File: config.mk
export PLATFORM = sky130hd
export DESIGN_NAME = drive_packet_deframer_flat
export DESIGN_NICKNAME = d
export VERILOG_FILES = /design/src/dpd_pkg.sv /design/src/dpd_rx_if.sv /design/src/dpd_cmd_if.sv /design/src/drive_packet_deframer.sv /design/src/flat_wrapper.sv
export SDC_FILE = /design/constraint.sdc
export NUM_CORES = 1
export LEC_CHECK = 0
export BUFFER_PORTS_ARGS = -buffer_cell sky130_fd_sc_hd__buf_2
export CAP_MARGIN = 20
export CORE_MARGIN = 3
export CORE_UTILIZATION = 58
export DETAILED_ROUTE_END_ITERATION = 6
export GPL_TIMING_DRIVEN = 0
export PLACE_DENSITY = 0.87
export SLEW_MARGIN = 25
export SYNTH_ARGS = -nofsm -noshare
export SYNTH_HDL_FRONTEND = slang
export SYNTH_SLANG_ARGS = --single-unit
File: constraint.sdc
create_clock -name clk -period 4.9 [get_ports clk]
set_input_delay 0.98 -clock clk [delete_from_list [all_inputs] [get_ports clk]]
set_output_delay 0.98 -clock clk [all_outputs]
set_load 0.02 [all_outputs]
File: src/dpd_pkg.sv
`default_nettype none

package dpd_pkg;

	localparam int PACKET_LEN = 5;
	localparam int POS_W = $clog2(PACKET_LEN);
	localparam int ADDR_W = 3;
	localparam int DATA_W = 32;

	localparam logic [POS_W-1:0] LAST_POS = POS_W'(PACKET_LEN - 1);
	localparam logic [7:0] SPEED_CENTER = 8'd127;
	localparam logic [7:0] STOP_MASK_RESET = 8'h01;
	localparam logic [ADDR_W-1:0] ADDR_STOP_MASK = 3'd0;

	typedef enum logic [1:0] {
		ACT_HARD_STOP  = 2'd0,
		ACT_SET_MOTORS = 2'd1,
		ACT_NO_ACTION  = 2'd2
	} action_t;

	typedef enum logic [1:0] {
		DIR_STOP     = 2'd0,
		DIR_BACKWARD = 2'd1,
		DIR_FORWARD  = 2'd2
	} dir_t;

	typedef struct packed {
		dir_t       dir;
		logic [7:0] mag;
	} speed_t;

	// offset-binary speed byte to direction and magnitude
	function automatic speed_t split_speed(input logic [7:0] b);
		speed_t s;
		if (b == SPEED_CENTER) begin
			s.dir = DIR_STOP;
			s.mag = 8'd0;
		end else if (b < SPEED_CENTER) begin
			s.dir = DIR_BACKWARD;
			s.mag = SPEED_CENTER - b;
		end else begin
			s.dir = DIR_FORWARD;
			s.mag = b - SPEED_CENTER;
		end
		return s;
	endfunction

endpackage

`default_nettype wire

File: src/dpd_rx_if.sv
`default_nettype none

interface dpd_rx_if;
	logic       valid;
	logic       ready;
	logic [7:0] rx_byte;

	modport source (output valid, output rx_byte, input ready);
	modport sink (input valid, input rx_byte, output ready);
endinterface

`default_nettype wire

File: src/dpd_cmd_if.sv
`default_nettype none

interface dpd_cmd_if;
	logic             valid;
	logic             ready;
	dpd_pkg::action_t action;
	dpd_pkg::dir_t    left_dir;
	logic [7:0]       left_speed;
	dpd_pkg::dir_t    right_dir;
	logic [7:0]       right_speed;

	modport source (output valid, output action, output left_dir, output left_speed,
		output right_dir, output right_speed, input ready);
	modport sink (input valid, input action, input left_dir, input left_speed,
		input right_dir, input right_speed, output ready);
endinterface

`default_nettype wire

File: src/drive_packet_deframer.sv
// drive_packet_deframer
// Collects received bytes into fixed-length drive command packets and
// decodes each complete packet into one motor command word.
// rx channel (valid/ready): one received byte per word. Byte 0 of a packet
// is ignored, byte 1 is the flags byte, bytes 2 and 3 are the left and right
// offset-binary speeds, byte 4 is the xor checksum of bytes 1 to 3.
// cmd channel (valid/ready): one word per packet with action, directions and
// speed magnitudes.
// APB port: register 0 at address 0 is stop_mask (reset 0x01); a flags byte
// with any masked bit set gives a hard stop.
// Throughput: one byte per cycle while cmd is not stalled. The command word
// appears in the cycle after the last byte of the packet is accepted, from the
// output register. Decode is a single pass of compare and subtract logic.
// Reset clears the byte position and the output valid; stop_mask returns to
// its reset value. When cmd stalls with a word waiting, rx is held not ready
// until that word is taken, whatever the byte position.
`default_nettype none

module drive_packet_deframer (
	input  wire                               clk,
	input  wire                               arst_n,
	dpd_rx_if.sink                            rx,
	dpd_cmd_if.source                         cmd,
	input  wire                               psel,
	input  wire                               penable,
	input  wire                               pwrite,
	input  wire  [dpd_pkg::ADDR_W-1:0]        paddr,
	input  wire  [dpd_pkg::DATA_W-1:0]        pwdata,
	output logic [dpd_pkg::DATA_W-1:0]        prdata,
	output logic                              pready
);

	logic [7:0]                stop_mask_q;
	logic [dpd_pkg::POS_W-1:0] pos_q;
	logic [7:0]                pkt_q [4];
	logic [7:0]                cur [4];
	logic                      accept;
	logic                      last;
	logic                      cmd_valid_q;
	dpd_pkg::action_t          action_q;
	dpd_pkg::speed_t           left_q;
	dpd_pkg::speed_t           right_q;
	dpd_pkg::action_t          action_d;
	dpd_pkg::speed_t           left_d;
	dpd_pkg::speed_t           right_d;

	assign pready = 1'b1;

	always_comb begin
		prdata = '0;
		if (paddr == dpd_pkg::ADDR_STOP_MASK) begin
			prdata = {{(dpd_pkg::DATA_W-8){1'b0}}, stop_mask_q};
		end
	end

	always_ff @(posedge clk or negedge arst_n) begin
		if (!arst_n) begin
			stop_mask_q <= dpd_pkg::STOP_MASK_RESET;
		end else if (psel && penable && pwrite && pready &&
				paddr == dpd_pkg::ADDR_STOP_MASK) begin
			stop_mask_q <= pwdata[7:0];
		end
	end

	assign rx.ready = !cmd_valid_q || cmd.ready;
	assign accept = rx.valid && rx.ready;
	assign last = (pos_q >= dpd_pkg::LAST_POS);

	// packet bytes 1 to 4 with the current byte merged in
	always_comb begin
		for (int i = 0; i < 4; i++) begin
			cur[i] = (pos_q == dpd_pkg::POS_W'(i + 1)) ? rx.rx_byte : pkt_q[i];
		end
	end

	always_ff @(posedge clk) begin
		if (accept) begin
			for (int i = 0; i < 4; i++) begin
				pkt_q[i] <= cur[i];
			end
		end
	end

	always_ff @(posedge clk or negedge arst_n) begin
		if (!arst_n) begin
			pos_q <= '0;
		end else if (accept) begin
			pos_q <= last ? '0 : pos_q + 1'b1;
		end
	end

	always_comb begin
		action_d = dpd_pkg::ACT_NO_ACTION;
		left_d = '0;
		right_d = '0;
		if ((cur[0] & stop_mask_q) != 8'd0) begin
			action_d = dpd_pkg::ACT_HARD_STOP;
		end else if (cur[3] == (cur[0] ^ cur[1] ^ cur[2])) begin
			action_d = dpd_pkg::ACT_SET_MOTORS;
			left_d = dpd_pkg::split_speed(cur[1]);
			right_d = dpd_pkg::split_speed(cur[2]);
		end
	end

	always_ff @(posedge clk or negedge arst_n) begin
		if (!arst_n) begin
			cmd_valid_q <= 1'b0;
		end else if (accept && last) begin
			cmd_valid_q <= 1'b1;
		end else if (cmd.ready) begin
			cmd_valid_q <= 1'b0;
		end
	end

	always_ff @(posedge clk) begin
		if (accept && last) begin
			action_q <= action_d;
			left_q <= left_d;
			right_q <= right_d;
		end
	end

	assign cmd.valid = cmd_valid_q;
	assign cmd.action = action_q;
	assign cmd.left_dir = left_q.dir;
	assign cmd.left_speed = left_q.mag;
	assign cmd.right_dir = right_q.dir;
	assign cmd.right_speed = right_q.mag;

endmodule

`default_nettype wire

File: src/flat_wrapper.sv
// flat-port wrapper written by rule: the top's interface ports become plain ports
module drive_packet_deframer_flat 
  (clk, arst_n, psel, penable, pwrite, paddr, pwdata, prdata, pready, rx_valid, rx_rx_byte, rx_ready, cmd_valid, cmd_action, cmd_left_dir, cmd_left_speed, cmd_right_dir, cmd_right_speed, cmd_ready);
  dpd_rx_if rx_i ();
  dpd_cmd_if cmd_i ();
  input  wire clk;
  input  wire arst_n;
  input  wire psel;
  input  wire penable;
  input  wire pwrite;
  input  wire  [dpd_pkg::ADDR_W-1:0] paddr;
  input  wire  [dpd_pkg::DATA_W-1:0] pwdata;
  output logic [dpd_pkg::DATA_W-1:0] prdata;
  output logic pready;
  input wire logic [$bits(rx_i.valid)-1:0] rx_valid;
  input wire logic [$bits(rx_i.rx_byte)-1:0] rx_rx_byte;
  output wire logic [$bits(rx_i.ready)-1:0] rx_ready;
  output wire logic [$bits(cmd_i.valid)-1:0] cmd_valid;
  output wire logic [$bits(cmd_i.action)-1:0] cmd_action;
  output wire logic [$bits(cmd_i.left_dir)-1:0] cmd_left_dir;
  output wire logic [$bits(cmd_i.left_speed)-1:0] cmd_left_speed;
  output wire logic [$bits(cmd_i.right_dir)-1:0] cmd_right_dir;
  output wire logic [$bits(cmd_i.right_speed)-1:0] cmd_right_speed;
  input wire logic [$bits(cmd_i.ready)-1:0] cmd_ready;
  assign rx_i.valid = rx_valid;
  assign rx_i.rx_byte = rx_rx_byte;
  assign rx_ready = rx_i.ready;
  assign cmd_valid = cmd_i.valid;
  assign cmd_action = cmd_i.action;
  assign cmd_left_dir = cmd_i.left_dir;
  assign cmd_left_speed = cmd_i.left_speed;
  assign cmd_right_dir = cmd_i.right_dir;
  assign cmd_right_speed = cmd_i.right_speed;
  assign cmd_i.ready = cmd_ready;
  drive_packet_deframer u_core (.clk(clk), .arst_n(arst_n), .rx(rx_i), .cmd(cmd_i), .psel(psel), .penable(penable), .pwrite(pwrite), .paddr(paddr), .pwdata(pwdata), .prdata(prdata), .pready(pready));
endmodule
==> results of run 1 <==
[through the flow]
| step | power [mW] | setup WS [ns] | hold slack (ns) |
|---|---|---|---|
| final | 2.787 | 1.825 | 0.4972 |
| after global placement | 2.140 | 1.394 | 0.4897 |
| after global routing | 2.941 | 1.622 | 0.5088 |
| after floorplan | 1.931 | 1.828 | 0.4949 |
| after CTS | 2.773 | 1.813 | 0.5059 |
| after detailed placement | 2.201 | 1.790 | 0.5104 |
[layer usage]
metal | global-route usage (%) | up-vias
li1 | - | 1405
met1 | 29.70 | 1418
met2 | 38.83 | 134
met3 | 5.566 | 24
met4 | 11.77 | 0
met5 | 0 | -
[synthesized netlist by cell type, drive strengths merged (9+ instances only)]
cell	instances
buf	37
nand2	23
mux2	24
nand3	9
dfrtp	11
inv	25
and2	10
xnor2	30
mux2i	14
xor2	9
nor2	28
edfxtp	54
o21ai	9
[placed cells by master, fill, tap and decap left out, drive strengths merged, types with 2 or more instances in the layout]
cell     n
a21oi    6
a221oi   3
a222oi   2
a22oi    7
a311o    4
and2    10
and3     2
buf     92
bufinv   3
clkbuf  13
conb    25
dfrtp   11
edfxtp  54
ha       6
inv     27
mux2    24
mux2i   14
nand2   23
nand2b   5
nand3    9
nor2    28
nor2b    2
nor3     5
nor3b    5
nor4     2
o211ai   3
o21ai    9
o221ai   2
o31ai    2
or2      2
xnor2   30
xor2     9
[worst max path at each step]
| stage | endpoint | cells after the start | slack [ns] | from |
|---|---|---|---|---|
| after global placement | u_core.cmd.action[1]$_SDFFCE_PP0P_ | 6 | 1.39 | cmd_ready |
| after global routing | prdata[7] | 4 | 1.62 | paddr[1] |
| after CTS | prdata[4] | 4 | 1.81 | paddr[1] |
| final | prdata[4] | 4 | 1.82 | paddr[1] |
| after detailed placement | u_core.cmd.action[1]$_SDFFCE_PP0P_ | 6 | 1.79 | cmd_ready |
| after floorplan | u_core.cmd.action[0]$_SDFFCE_PP0P_ | 5 | 1.83 | cmd_ready |
[registers in the layout (all words and copies together) (netlist names)]
| name | count |
|---|---|
| u_core.cmd.action | 2 |
| u_core.cmd.left_dir | 2 |
| u_core.cmd.left_speed | 8 |
| u_core.cmd.right_dir | 2 |
| u_core.cmd.right_speed | 8 |
| u_core.cmd.valid | 1 |
| u_core.pkt_q | 32 |
| u_core.pos_q | 3 |
| u_core.stop_mask_q | 8 |
[power by group]
part	total, mW	leakage [nW]	internal, mW	switching, mW
logic	1.34	1.30	0.578	0.757
registers	0.890	0.666	0.789	0.100
clock network	0.561	0.121	0.341	0.221
[layout make-up]
type | count | area, um^2 | area share [%]
Multi-Input combinational cell | 253 | 1842 | 38.52
Timing Repair Buffer | 55 | 275.3 | 5.758
Clock inverter | 6 | 112.6 | 2.355
Clock buffer | 10 | 127.6 | 2.669
Buffer | 40 | 290.3 | 6.072
Inverter | 25 | 93.84 | 1.963
Tap cell | 93 | 116.4 | 2.434
Sequential cell | 66 | 1923 | 40.22
[logic make-up after synthesis]
kind of cell / Yosys count / synth area share (%)
AO/OA/AOI/OAI: 46 / 9.116
multiplexers: 38 / 10.78
flip-flops: 66 / 47.34
XOR/XNOR: 39 / 8.778
AND/OR/NAND/NOR: 99 / 12.50
other: 2 / 0.1849
adder cells (fa/ha/maj): 6 / 1.848
buffers and inverters: 65 / 9.455
[worst max-delay path: cells and delay by family]
kind,cells,cell delay (ns)
buffers and inverters,2,0.26
AND/OR/NAND/NOR,2,0.85
==> qor_table.md, run 1 <==
| Parameter | This run | Unit |
| --- | --- | --- |
| Synth top area cells | edfxtp_1 40%, dfrtp_1 6.8%, mux2_2 6.1% | - |
| Length in cells of the worst reg-to-reg path | 11 | - |
| Largest fanout of any net on the critical path | 9 | - |
| Count of H-tree levels built during CTS | 3 | - |
| Clock-pin slew of the registers on the worst-case setup and hold paths | 0.07 | ns |
| Final count of negative-setup-slack endpoints | 0 | - |
| Final cell count without fillers | 548 | - |
| Critical path capture point type | output pin | - |
| Vias in the first global route | 2,953 | - |
| FILL cells | 440 | - |
| Post-Syn Instances | 361 | - |
| CTS tree | done | - |
| Remaining global-route overflow | 0 | - |
| PD cells | 582.9 | mW/mm^2 |
| Worst voltage drop across the vdd grid | 0.2752 | mV |
| MaxCap Viol Count | 0 | - |
| Static Leakage | 2.092 | nW |
| Number of optimization iterations in the first detailed-route pass | 5 | - |
| Clock latency at the later pin of the worst-skew pair | 0.36 | ns |
| CTS sink cnt | 66 | - |
| Outcome | complete, no violations | - |
| Vias per std cell | 5.440 | - |
| Placeable core region | 0.006568 | mm^2 |
| Cell-by-cell trace of the critical path | buf_2, nor3_1, and2_1, buf_2 | - |
| Post-synthesis sequential area ratio | 47.34 | % |
| Final sum of negative setup slack | 0 | ns |
| CTS hold repair buffers | 0 | - |
| Syn avg cell area | 11.25 | um^2 |
| Antenna-violating nets left | 0 | - |
| Antenna violations before repair | 0 | - |
| Routed length per instance | 16.34 | um |
| Pin count of the biggest net entering global routing | 37 | - |
| Actual slew at the worst max-slew pin | 0.8312 | ns |
| Area enclosed by the die boundary | 0.008045 | mm^2 |
| Wire length the detailed router placed on met1 | 3643 | um |
| Data arrival time at the worst-slack endpoint | 2.10 | ns |
| Number of DRC violations after detailed-routing iteration 0 | 196 | - |
| Critical path type | in -> out | - |
| Post-layout util | 72.79 | % |
| Cell area after synthesis | 0.004063 | mm^2 |
| Total placed instance area | 0.004541 | mm^2 |
| RePlAce Congestion | 0.8466 | - |
| Half-perimeter wire length after placement | 6345 | um |
| DR WL met3 | 619 | um |
| Max-slew violation count | 0 | - |
| Synth-to-Final Area Change | 17.68 | % |
| Cell type with the highest occurrence count on the critical path | buf_2 | - |
| Post-route cell area | 0.004781 | mm^2 |
| Data required time at the worst endpoint | 3.92 | ns |
| Net count reported at finish | 506 | - |
| DRC | 0 | - |
| Critical Path Source Type | input port | - |
| Num CTS Buffers | 9 | - |
| CP max stage cell | nor3_1 | - |
| Worst reg2reg setup slack | 1.95 | ns |
| Inst Count DP | 532 | - |
| Number of distinct standard cells referenced by the synthesized netlist | 57 | - |
| Yosys Warn Count | 0 | - |
| First-pass GRT wire length | 14,300 | um |
| Antenna Diode Count | 0 | - |
| Share of the synthesized area in the top cell type | 39.91 | % |
| Clock root buffer master | clkbuf_8 | - |
| Number of ports placed on the die boundary | 107 | - |
| Postcts setup bufs | 0 | - |
| Timing-limited maximum frequency | 325.2 | MHz |
| Reg-to-reg critical path endpoint | u_core.cmd.right_speed[0]$_SDFFCE_PP0P_ | - |
| Port Buffers | 55 | - |
| Worst path max stage delay | 0.61 | ns |
| Worst reg2reg startpoint | u_core.pos_q[0]$_DFFE_PN0P_ | - |
| Layout cell share with drive strength beyond 1 | 32.31 | % |
| Worst min-delay path category | in -> async | - |
| Wire length on met2 | 4444 | um |
| Period Utilization, post-route | 62.76 | % |
| EDFF count, synth | 54 | - |
| Leading register cell type out of synthesis | edfxtp_1 | - |
| Worst slew margin relative to its limit | 43.00 | % |
| Initial Utilization | 61.86 | % |
| Number of standard-cell rows in the floorplan | 29 | - |
| Synth async-reset ratio | 18.18 | % |
| X dimension of the die | 89.70 | um |
| Number of instances resized during post-cts repair | 0 | - |
| Cell taking the most area after synthesis | edfxtp_1 | - |
| Global Route Usage Sum | 23.80 | % |
| Skew final | 0.008374 | ns |
| Wire length reported by the detailed router | 8957 | um |
| Clock period minus final worst setup slack | 3.075 | ns |
| DR top layer | met4 | - |
| Die Y-Extent | 89.70 | um |
| Total of flip-flops plus latches after synthesis | 66 | - |
| Final hold vios | 0 | - |
| Maximum number of buffers from clock root to sink | 2 | - |
| RSZ-0062 raised after global routing | false | - |
| Total number of vias | 2,981 | - |
Note: power is estimated with default switching activity, not from simulation.
==> run 2: changes to the inputs <==
--- a/config.mk
+++ b/config.mk
@@ -5,13 +5,14 @@
 export SDC_FILE = /design/constraint.sdc
 export NUM_CORES = 1
 export LEC_CHECK = 0
+export ABC_AREA = 1
 export BUFFER_PORTS_ARGS = -buffer_cell sky130_fd_sc_hd__buf_2
 export CAP_MARGIN = 20
 export CORE_MARGIN = 3
-export CORE_UTILIZATION = 58
+export CORE_UTILIZATION = 55
 export DETAILED_ROUTE_END_ITERATION = 6
 export GPL_TIMING_DRIVEN = 0
-export PLACE_DENSITY = 0.87
+export PLACE_DENSITY = 0.81
 export SLEW_MARGIN = 25
 export SYNTH_ARGS = -nofsm -noshare
 export SYNTH_HDL_FRONTEND = slang
==> constraint.sdc (replaced) <==
create_clock -name clk -period 3.2 [get_ports clk]
set_input_delay 0.64 -clock clk [delete_from_list [all_inputs] [get_ports clk]]
set_output_delay 0.64 -clock clk [all_outputs]
set_load 0.02 [all_outputs]
==> run 2 against run 1 <==
Clock-buffer cell count decreased by 1; critical path depth rose by 8; final cell count up 42%; power grew 75%; clock skew rose by 0.0057 ns; largest cell class is now multi-input gates; global-route usage decreased by 1.2 points; combinational power up 110%; utilization fell by 5.9 points.
==> qor_table.md, run 2 <==
| Parameter | This run | Unit |
| --- | --- | --- |
| Clock root buffer master | clkbuf_8 | - |
| Syn avg cell area | 7.849 | um^2 |
| Number of flip-flops in the largest register | 32 | - |
| Synth-to-Final Area Change | 16.05 | % |
| Share of the synthesized area in the top cell type | 35.68 | % |
| Vias per std cell | 5.039 | - |
| Internal Pwr Total | 2.573 | mW |
| Worst slack, placed | 0.6002 | ns |
| Maximum number of buffers from clock root to sink | 2 | - |
| Global-route track usage on met1 | 27.67 | % |
| DRC | 0 | - |
| CTS hold repair buffers | 0 | - |
| Synth async-reset ratio | 18.18 | % |
| Leading register cell type out of synthesis | edfxtp_1 | - |
| Routed length per instance | 13.66 | um |
| Worst slew margin relative to its limit | 44.96 | % |
| Top library cells by usage in the layout, fill and taps aside | 219 x nand2_1, 76 x inv_1, 58 x buf_2, 54 x edfxtp_1, 39 x nand3_1 | - |
| Final cell count without fillers | 778 | - |
| Length in cells of the worst reg-to-reg path | 12 | - |
| Actual slew at the worst max-slew pin | 0.8244 | ns |
| Skew final | 0.01406 | ns |
| Inst Count DP | 762 | - |
| Met3 Resource Use GR | 4.110 | % |
| Net Sw Power | 2.311 | mW |
| Most used routing layer | met2 | - |
| Final count of negative-setup-slack endpoints | 0 | - |
| Yosys Warn Count | 0 | - |
| Combinational cell fraction of total power | 56.5 | % |
| Clock period minus final worst setup slack | 2.646 | ns |
| Number of ports placed on the die boundary | 107 | - |
| Data arrival time at the worst-slack endpoint | 2.74 | ns |
| FILL cells | 702 | - |
| Final sum of negative setup slack | 0 | ns |
| Data required time at the worst endpoint | 3.30 | ns |
| Leading cell type by number of instances after synthesis | nand2_1 | - |
| Count of H-tree levels built during CTS | 3 | - |
| Area enclosed by the die boundary | 0.009390 | mm^2 |
| Half-perimeter wire length after placement | 8040 | um |
| RSZ-0062 raised after global routing | false | - |
| Number of distinct standard cells referenced by the synthesized netlist | 37 | - |
| Post-Syn Instances | 579 | - |
| Pin count of the biggest net entering global routing | 37 | - |
| Number of DRC violations after detailed-routing iteration 0 | 298 | - |
| Remaining global-route overflow | 0 | - |
| Placeable core region | 0.007888 | mm^2 |
| Wire length reported by the detailed router | 10,630 | um |
| Commonest cells in the netlist | 219 x nand2_1, 77 x inv_1, 54 x edfxtp_1 | - |
| EDFF count, synth | 54 | - |
| Post-layout util | 66.86 | % |
| Largest register by flop count | u_core.pkt_q | - |
| Net Sw Frac | 47.31 | % |
| Num CTS Buffers | 9 | - |
| Total number of vias | 3,920 | - |
| X dimension of the die | 96.90 | um |
| Die Y-Extent | 96.90 | um |
| Synth top area cells | edfxtp_1 36%, nand2_1 18%, inv_1 6.4% | - |
| Antenna-violating nets left | 0 | - |
| Period Utilization, post-route | 82.68 | % |
| CTS tree | done | - |
| Relative contribution of the clock network to total power | 16.0 | % |
| Static Leakage | 2.781 | nW |
| Worst voltage drop across the vdd grid | 0.5106 | mV |
| Max-slew violation count | 0 | - |
| Net count reported at finish | 727 | - |
| Final hold vios | 0 | - |
| Number of standard-cell rows in the floorplan | 32 | - |
| Layout cell share with drive strength beyond 1 | 24.56 | % |
| Total of flip-flops plus latches after synthesis | 66 | - |
| Post-layout worst setup margin | 0.5542 | ns |
| RePlAce Congestion | 0.9275 | - |
| Worst hold margin | 0.1647 | ns |
| Critical path type | reg -> reg | - |
| Antenna violations before repair | 0 | - |
| Cell taking the most area after synthesis | edfxtp_1 | - |
| Postcts setup bufs | 0 | - |
| Sequential share of power | 27.5 | % |
| Global-route met2 utilization | 39.01 | % |
| Largest fanout of any net on the critical path | 10 | - |
| Critical Path Source Type | register | - |
| Timing-limited maximum frequency | 378.0 | MHz |
| MaxCap Viol Count | 0 | - |
| Global Route Usage Sum | 22.62 | % |
| Port Buffers | 57 | - |
| PD cells | 926.0 | mW/mm^2 |
| Clock latency at the later pin of the worst-skew pair | 0.35 | ns |
| Post-synthesis sequential area ratio | 42.32 | % |
| Antenna Diode Count | 0 | - |
| Outcome | complete, no violations | - |
| Number of instances resized during post-cts repair | 0 | - |
| Cell area after synthesis | 0.004544 | mm^2 |
| Most common cell after layout, fill and taps aside | nand2_1 | - |
| Number of optimization iterations in the first detailed-route pass | 5 | - |
| Initial Utilization | 57.61 | % |
| First-pass GRT wire length | 17,110 | um |
| Vias in the first global route | 3,560 | - |
| Worst min-delay path category | in -> async | - |
| CTS sink cnt | 66 | - |
| Critical path capture point type | register | - |
| Clock-pin slew of the registers on the worst-case setup and hold paths | 0.08 | ns |
## run 2: changes by cell type in the layout (fill, tap and decap cells not counted), moves of 7 or more
cell	before	now
nor2_2	0	8
nand3_2	0	8
xnor2_1	28	0
nand2_1	23	219
and2_1	10	0
nand3_1	9	39
inv_1	23	76
o21ai_0	9	18
mux2_2	22	0
mux2i_1	11	0
buf_6	3	10
nand2_2	0	19
## run 2: worst max-delay path, cell delays in order (launching register included)
cell	delay, ns
dfrtp_1	0.38
ha_1	0.41
buf_6	0.22
nand3_1	0.09
nand2_1	0.17
ha_1	0.17
inv_1	0.06
nor3_2	0.29
nand3_2	0.19
nand2_2	0.14
nand2_1	0.08
xor2_1	0.15
nor2_1	0.06
## run 2: path summary, 6_finish.rpt
path,from,to,slack [ns]
max in group asynchronous,arst_n,u_core.stop_mask_q[0]$_DFFE_PN1P_,2.76
setup reg to reg,u_core.pos_q[0]$_DFFE_PN0P_,u_core.cmd.right_speed[5]$_SDFFCE_PP0P_,0.55
hold reg to reg,u_core.stop_mask_q[0]$_DFFE_PN1P_,u_core.stop_mask_q[0]$_DFFE_PN1P_,0.53
setup / recovery,u_core.pos_q[0]$_DFFE_PN0P_,u_core.cmd.right_speed[5]$_SDFFCE_PP0P_,0.55
hold / removal,arst_n,u_core.stop_mask_q[2]$_DFFE_PN0P_,0.16
min in group clk,pwdata[1],u_core.stop_mask_q[1]$_DFFE_PN0P_,0.50
## run 2: cell type report
type / instances / area [um^2] / area share (%)
Buffer: 41 / 339.1 / 6.429
Tap cell: 102 / 127.6 / 2.420
Clock buffer: 9 / 123.9 / 2.349
Timing Repair Buffer: 58 / 296.5 / 5.623
Sequential cell: 66 / 1923 / 36.46
Multi-Input combinational cell: 417 / 2066 / 39.17
Inverter: 78 / 305.3 / 5.789
Clock inverter: 7 / 92.59 / 1.756
## run 2: power groups by stage
stage	sequential [mW]	combinational [mW]	clock (mW)
floorplan	1.38	2.08	0
global placement	1.35	2.61	0
detailed placement	1.36	2.71	0
CTS	1.34	2.74	0.791
global route	1.37	3.07	0.828
finish	1.34	2.76	0.783
## run 2: per-stage QoR
step                      area, um^2  power [mW]
final                           5274       4.884
after detailed placement        5057       4.065
after global placement          5044       3.953
after floorplan                 4631       3.460
after global routing            5274       5.260
after CTS                       5274       4.868
## run 2: kinds of logic after synthesis
group,Yosys count,synth area share [%]
and+or+nand+nor,347,36.10
buffers and inverters,119,14.18
DFF,66,42.32
AOI/OAI and AO/OA,29,3.662
xor gates and xnor gates,10,1.927
adders and majority gates,6,1.652
other,2,0.1653
## run 2: per-layer routing
| metal | routed length, um | part of all wire [%] |
|---|---|---|
| met1 | 4238 | 40 |
| met3 | 821 | 7.7 |
| met5 | 0 | 0 |
| met2 | 5230 | 49 |
| met4 | 335 | 3.2 |
==> run 3: changes to the inputs <==
==> constraint.sdc (replaced) <==
create_clock -name clk -period 2.7 [get_ports clk]
set_input_delay 0.54 -clock clk [delete_from_list [all_inputs] [get_ports clk]]
set_output_delay 0.54 -clock clk [all_outputs]
set_load 0.02 [all_outputs]
==> run 3 against run 2 <==
Hold slack worse by 0.10 ns; clock power grew 18%; global-route usage did not move; clock-buffer cell count is the same; sequential share of layout area fell by 0.42 points; via count grew 1.3%; critical path depth grew 1; final cell count is 0.26% higher; clock skew decreased by 0.0039 ns; final area increased by 1.2%; utilization up 0.78 points; setup slack worse by 0.37 ns; critical path type unchanged; critical endpoint is now u_core.cmd.left_speed[4]$_SDFFCE_PP0P_; highest routed layer unchanged.
==> qor_table.md, run 3 (same netlist as run 2, synthesis figures left out) <==
| Parameter | This run | Unit |
| --- | --- | --- |
| Worst reg2reg startpoint | u_core.pos_q[0]$_DFFE_PN0P_ | - |
| Placeable core region | 0.007888 | mm^2 |
| Critical path type | reg -> reg | - |
| FILL cells | 691 | - |
| Clock period minus final worst setup slack | 2.513 | ns |
| Final count of negative-setup-slack endpoints | 0 | - |
| Worst slew margin relative to its limit | 46.56 | % |
| Antenna violations before repair | 0 | - |
| Worst reg2reg setup slack | 0.19 | ns |
| Length in cells of the worst reg-to-reg path | 13 | - |
| Clock-pin slew of the registers on the worst-case setup and hold paths | 0.08 | ns |
| Routed length per instance | 13.73 | um |
| Post-route cell area | 0.005335 | mm^2 |
| Static Leakage | 2.796 | nW |
| Number of standard-cell rows in the floorplan | 32 | - |
| Vias per std cell | 5.092 | - |
| X dimension of the die | 96.90 | um |
| Final sum of negative setup slack | 0 | ns |
| Number of ports placed on the die boundary | 107 | - |
| Skew final | 0.01012 | ns |
| CTS tree | done | - |
| Clock root buffer master | clkbuf_8 | - |
| Max-slew violation count | 0 | - |
| Clock latency at the later pin of the worst-skew pair | 0.35 | ns |
| Top library cells by usage in the layout, fill and taps aside | 217 x nand2_1, 76 x inv_1, 57 x buf_2, 54 x edfxtp_1, 39 x nand3_1 | - |
| MaxCap Viol Count | 0 | - |
| Pin count of the biggest net entering global routing | 37 | - |
| Num CTS Buffers | 9 | - |
| Critical path capture point type | register | - |
| Period Utilization, post-route | 93.07 | % |
| Outcome | complete, no violations | - |
| Die Y-Extent | 96.90 | um |
| Largest register by flop count | u_core.pkt_q | - |
| Data required time at the worst endpoint | 2.81 | ns |
| Layout cell share with drive strength beyond 1 | 25.66 | % |
| Vias in the first global route | 3,560 | - |
| Antenna Diode Count | 0 | - |
| Worst min-delay path category | in -> async | - |
| Wire length reported by the detailed router | 10,710 | um |
| Maximum number of buffers from clock root to sink | 2 | - |
| Global Route Usage Sum | 22.62 | % |
| CTS sink cnt | 66 | - |
| Initial Utilization | 57.61 | % |
| Number of optimization iterations in the first detailed-route pass | 5 | - |
| Synth-to-Final Area Change | 17.40 | % |
| Largest fanout of any net on the critical path | 10 | - |
| Total placed instance area | 0.005057 | mm^2 |
| Data arrival time at the worst-slack endpoint | 2.62 | ns |
| Timing-limited maximum frequency | 397.9 | MHz |
| Net count reported at finish | 729 | - |
| Count of H-tree levels built during CTS | 3 | - |
| Number of flip-flops in the largest register | 32 | - |
| First-pass GRT wire length | 17,110 | um |
| Worst voltage drop across the vdd grid | 0.6051 | mV |
| Number of DRC violations after detailed-routing iteration 0 | 263 | - |
| Antenna-violating nets left | 0 | - |
| Area enclosed by the die boundary | 0.009390 | mm^2 |
| Most common cell after layout, fill and taps aside | nand2_1 | - |
| DRC | 0 | - |
| Total number of vias | 3,972 | - |
| Remaining global-route overflow | 0 | - |
| Critical Path Source Type | register | - |
| Final Power | 5.859 | mW |
| Launching instance or port of the critical path | u_core.pos_q[0]$_DFFE_PN0P_ | - |
| Actual slew at the worst max-slew pin | 0.8005 | ns |
| Port Buffers | 57 | - |
| Post-layout util | 67.64 | % |
| Final hold vios | 0 | - |
| PD cells | 1098 | mW/mm^2 |
| RePlAce Congestion | 0.9275 | - |
| Half-perimeter wire length after placement | 8040 | um |
run 3: metal layers:
metal  vias to the layer above  share of wire [%]  global-route usage, %
met3                        26                7.3                  4.110
met2                       179                 50                  39.01
li1                       1959                  -                      -
met5                         -                  0                      0
met4                         0                3.1                  9.719
met1                      1808                 40                  27.67
run 3: path summary, 6_finish.rpt:
path / endpoint
worst max register to register: u_core.cmd.left_speed[4]$_SDFFCE_PP0P_
worst min-delay path: u_core.stop_mask_q[2]$_DFFE_PN0P_
max in group asynchronous: u_core.stop_mask_q[0]$_DFFE_PN1P_
min in group clk: u_core.stop_mask_q[1]$_DFFE_PN0P_
worst max-delay path: u_core.cmd.left_speed[4]$_SDFFCE_PP0P_
worst min register to register: u_core.stop_mask_q[0]$_DFFE_PN1P_
run 3: critical path: stages, from the launching register on:
cell and delay [ns]:
dfrtp_1 0.42, inv_1 0.11, ha_1 0.20, buf_4 0.17, nand2_4 0.08, buf_6 0.16
nand2_1 0.08, o21ai_2 0.10, ha_1 0.26, nand4_2 0.18, nand2_2 0.17, o31ai_1 0.11
xor2_1 0.16, nor2_1 0.05
run 3: metrics by stage:
step	hold WS, ns	setup slack [ns]	std cells
5_1_grt	0.07728	-0.0008573	780
2_1_floorplan	0.2444	0.4195	602
4_1_cts	0.06181	0.05465	778
6_report	0.06092	0.1870	780
3_3_place_gp	0.4353	0.1832	761
3_5_place_dp	0.4398	0.1002	762
run 3: final cells by class:
cell class | instances | area (um^2) | area share [%]
buffer | 41 | 341.6 | 6.402
clock buffer | 9 | 123.9 | 2.322
clock inverter | 7 | 92.59 | 1.735
inverter | 78 | 305.3 | 5.722
multi-input combinational | 417 | 2097 | 39.31
sequential | 66 | 1923 | 36.05
tap | 102 | 127.6 | 2.392
timing repair buffer | 60 | 324.1 | 6.074
run 3: report_power, final:
group          switching [mW]  leakage [nW]  internal [mW]
logic                    2.24          2.03           1.10
clock network           0.405         0.103          0.518
registers               0.127         0.664           1.47
run 3: what timing repair did:
action	in CTS	in global routing
resized for setup	0	9
endpoints found under the setup margin	0	15
setup buffers	0	2
hold buffers	0	0
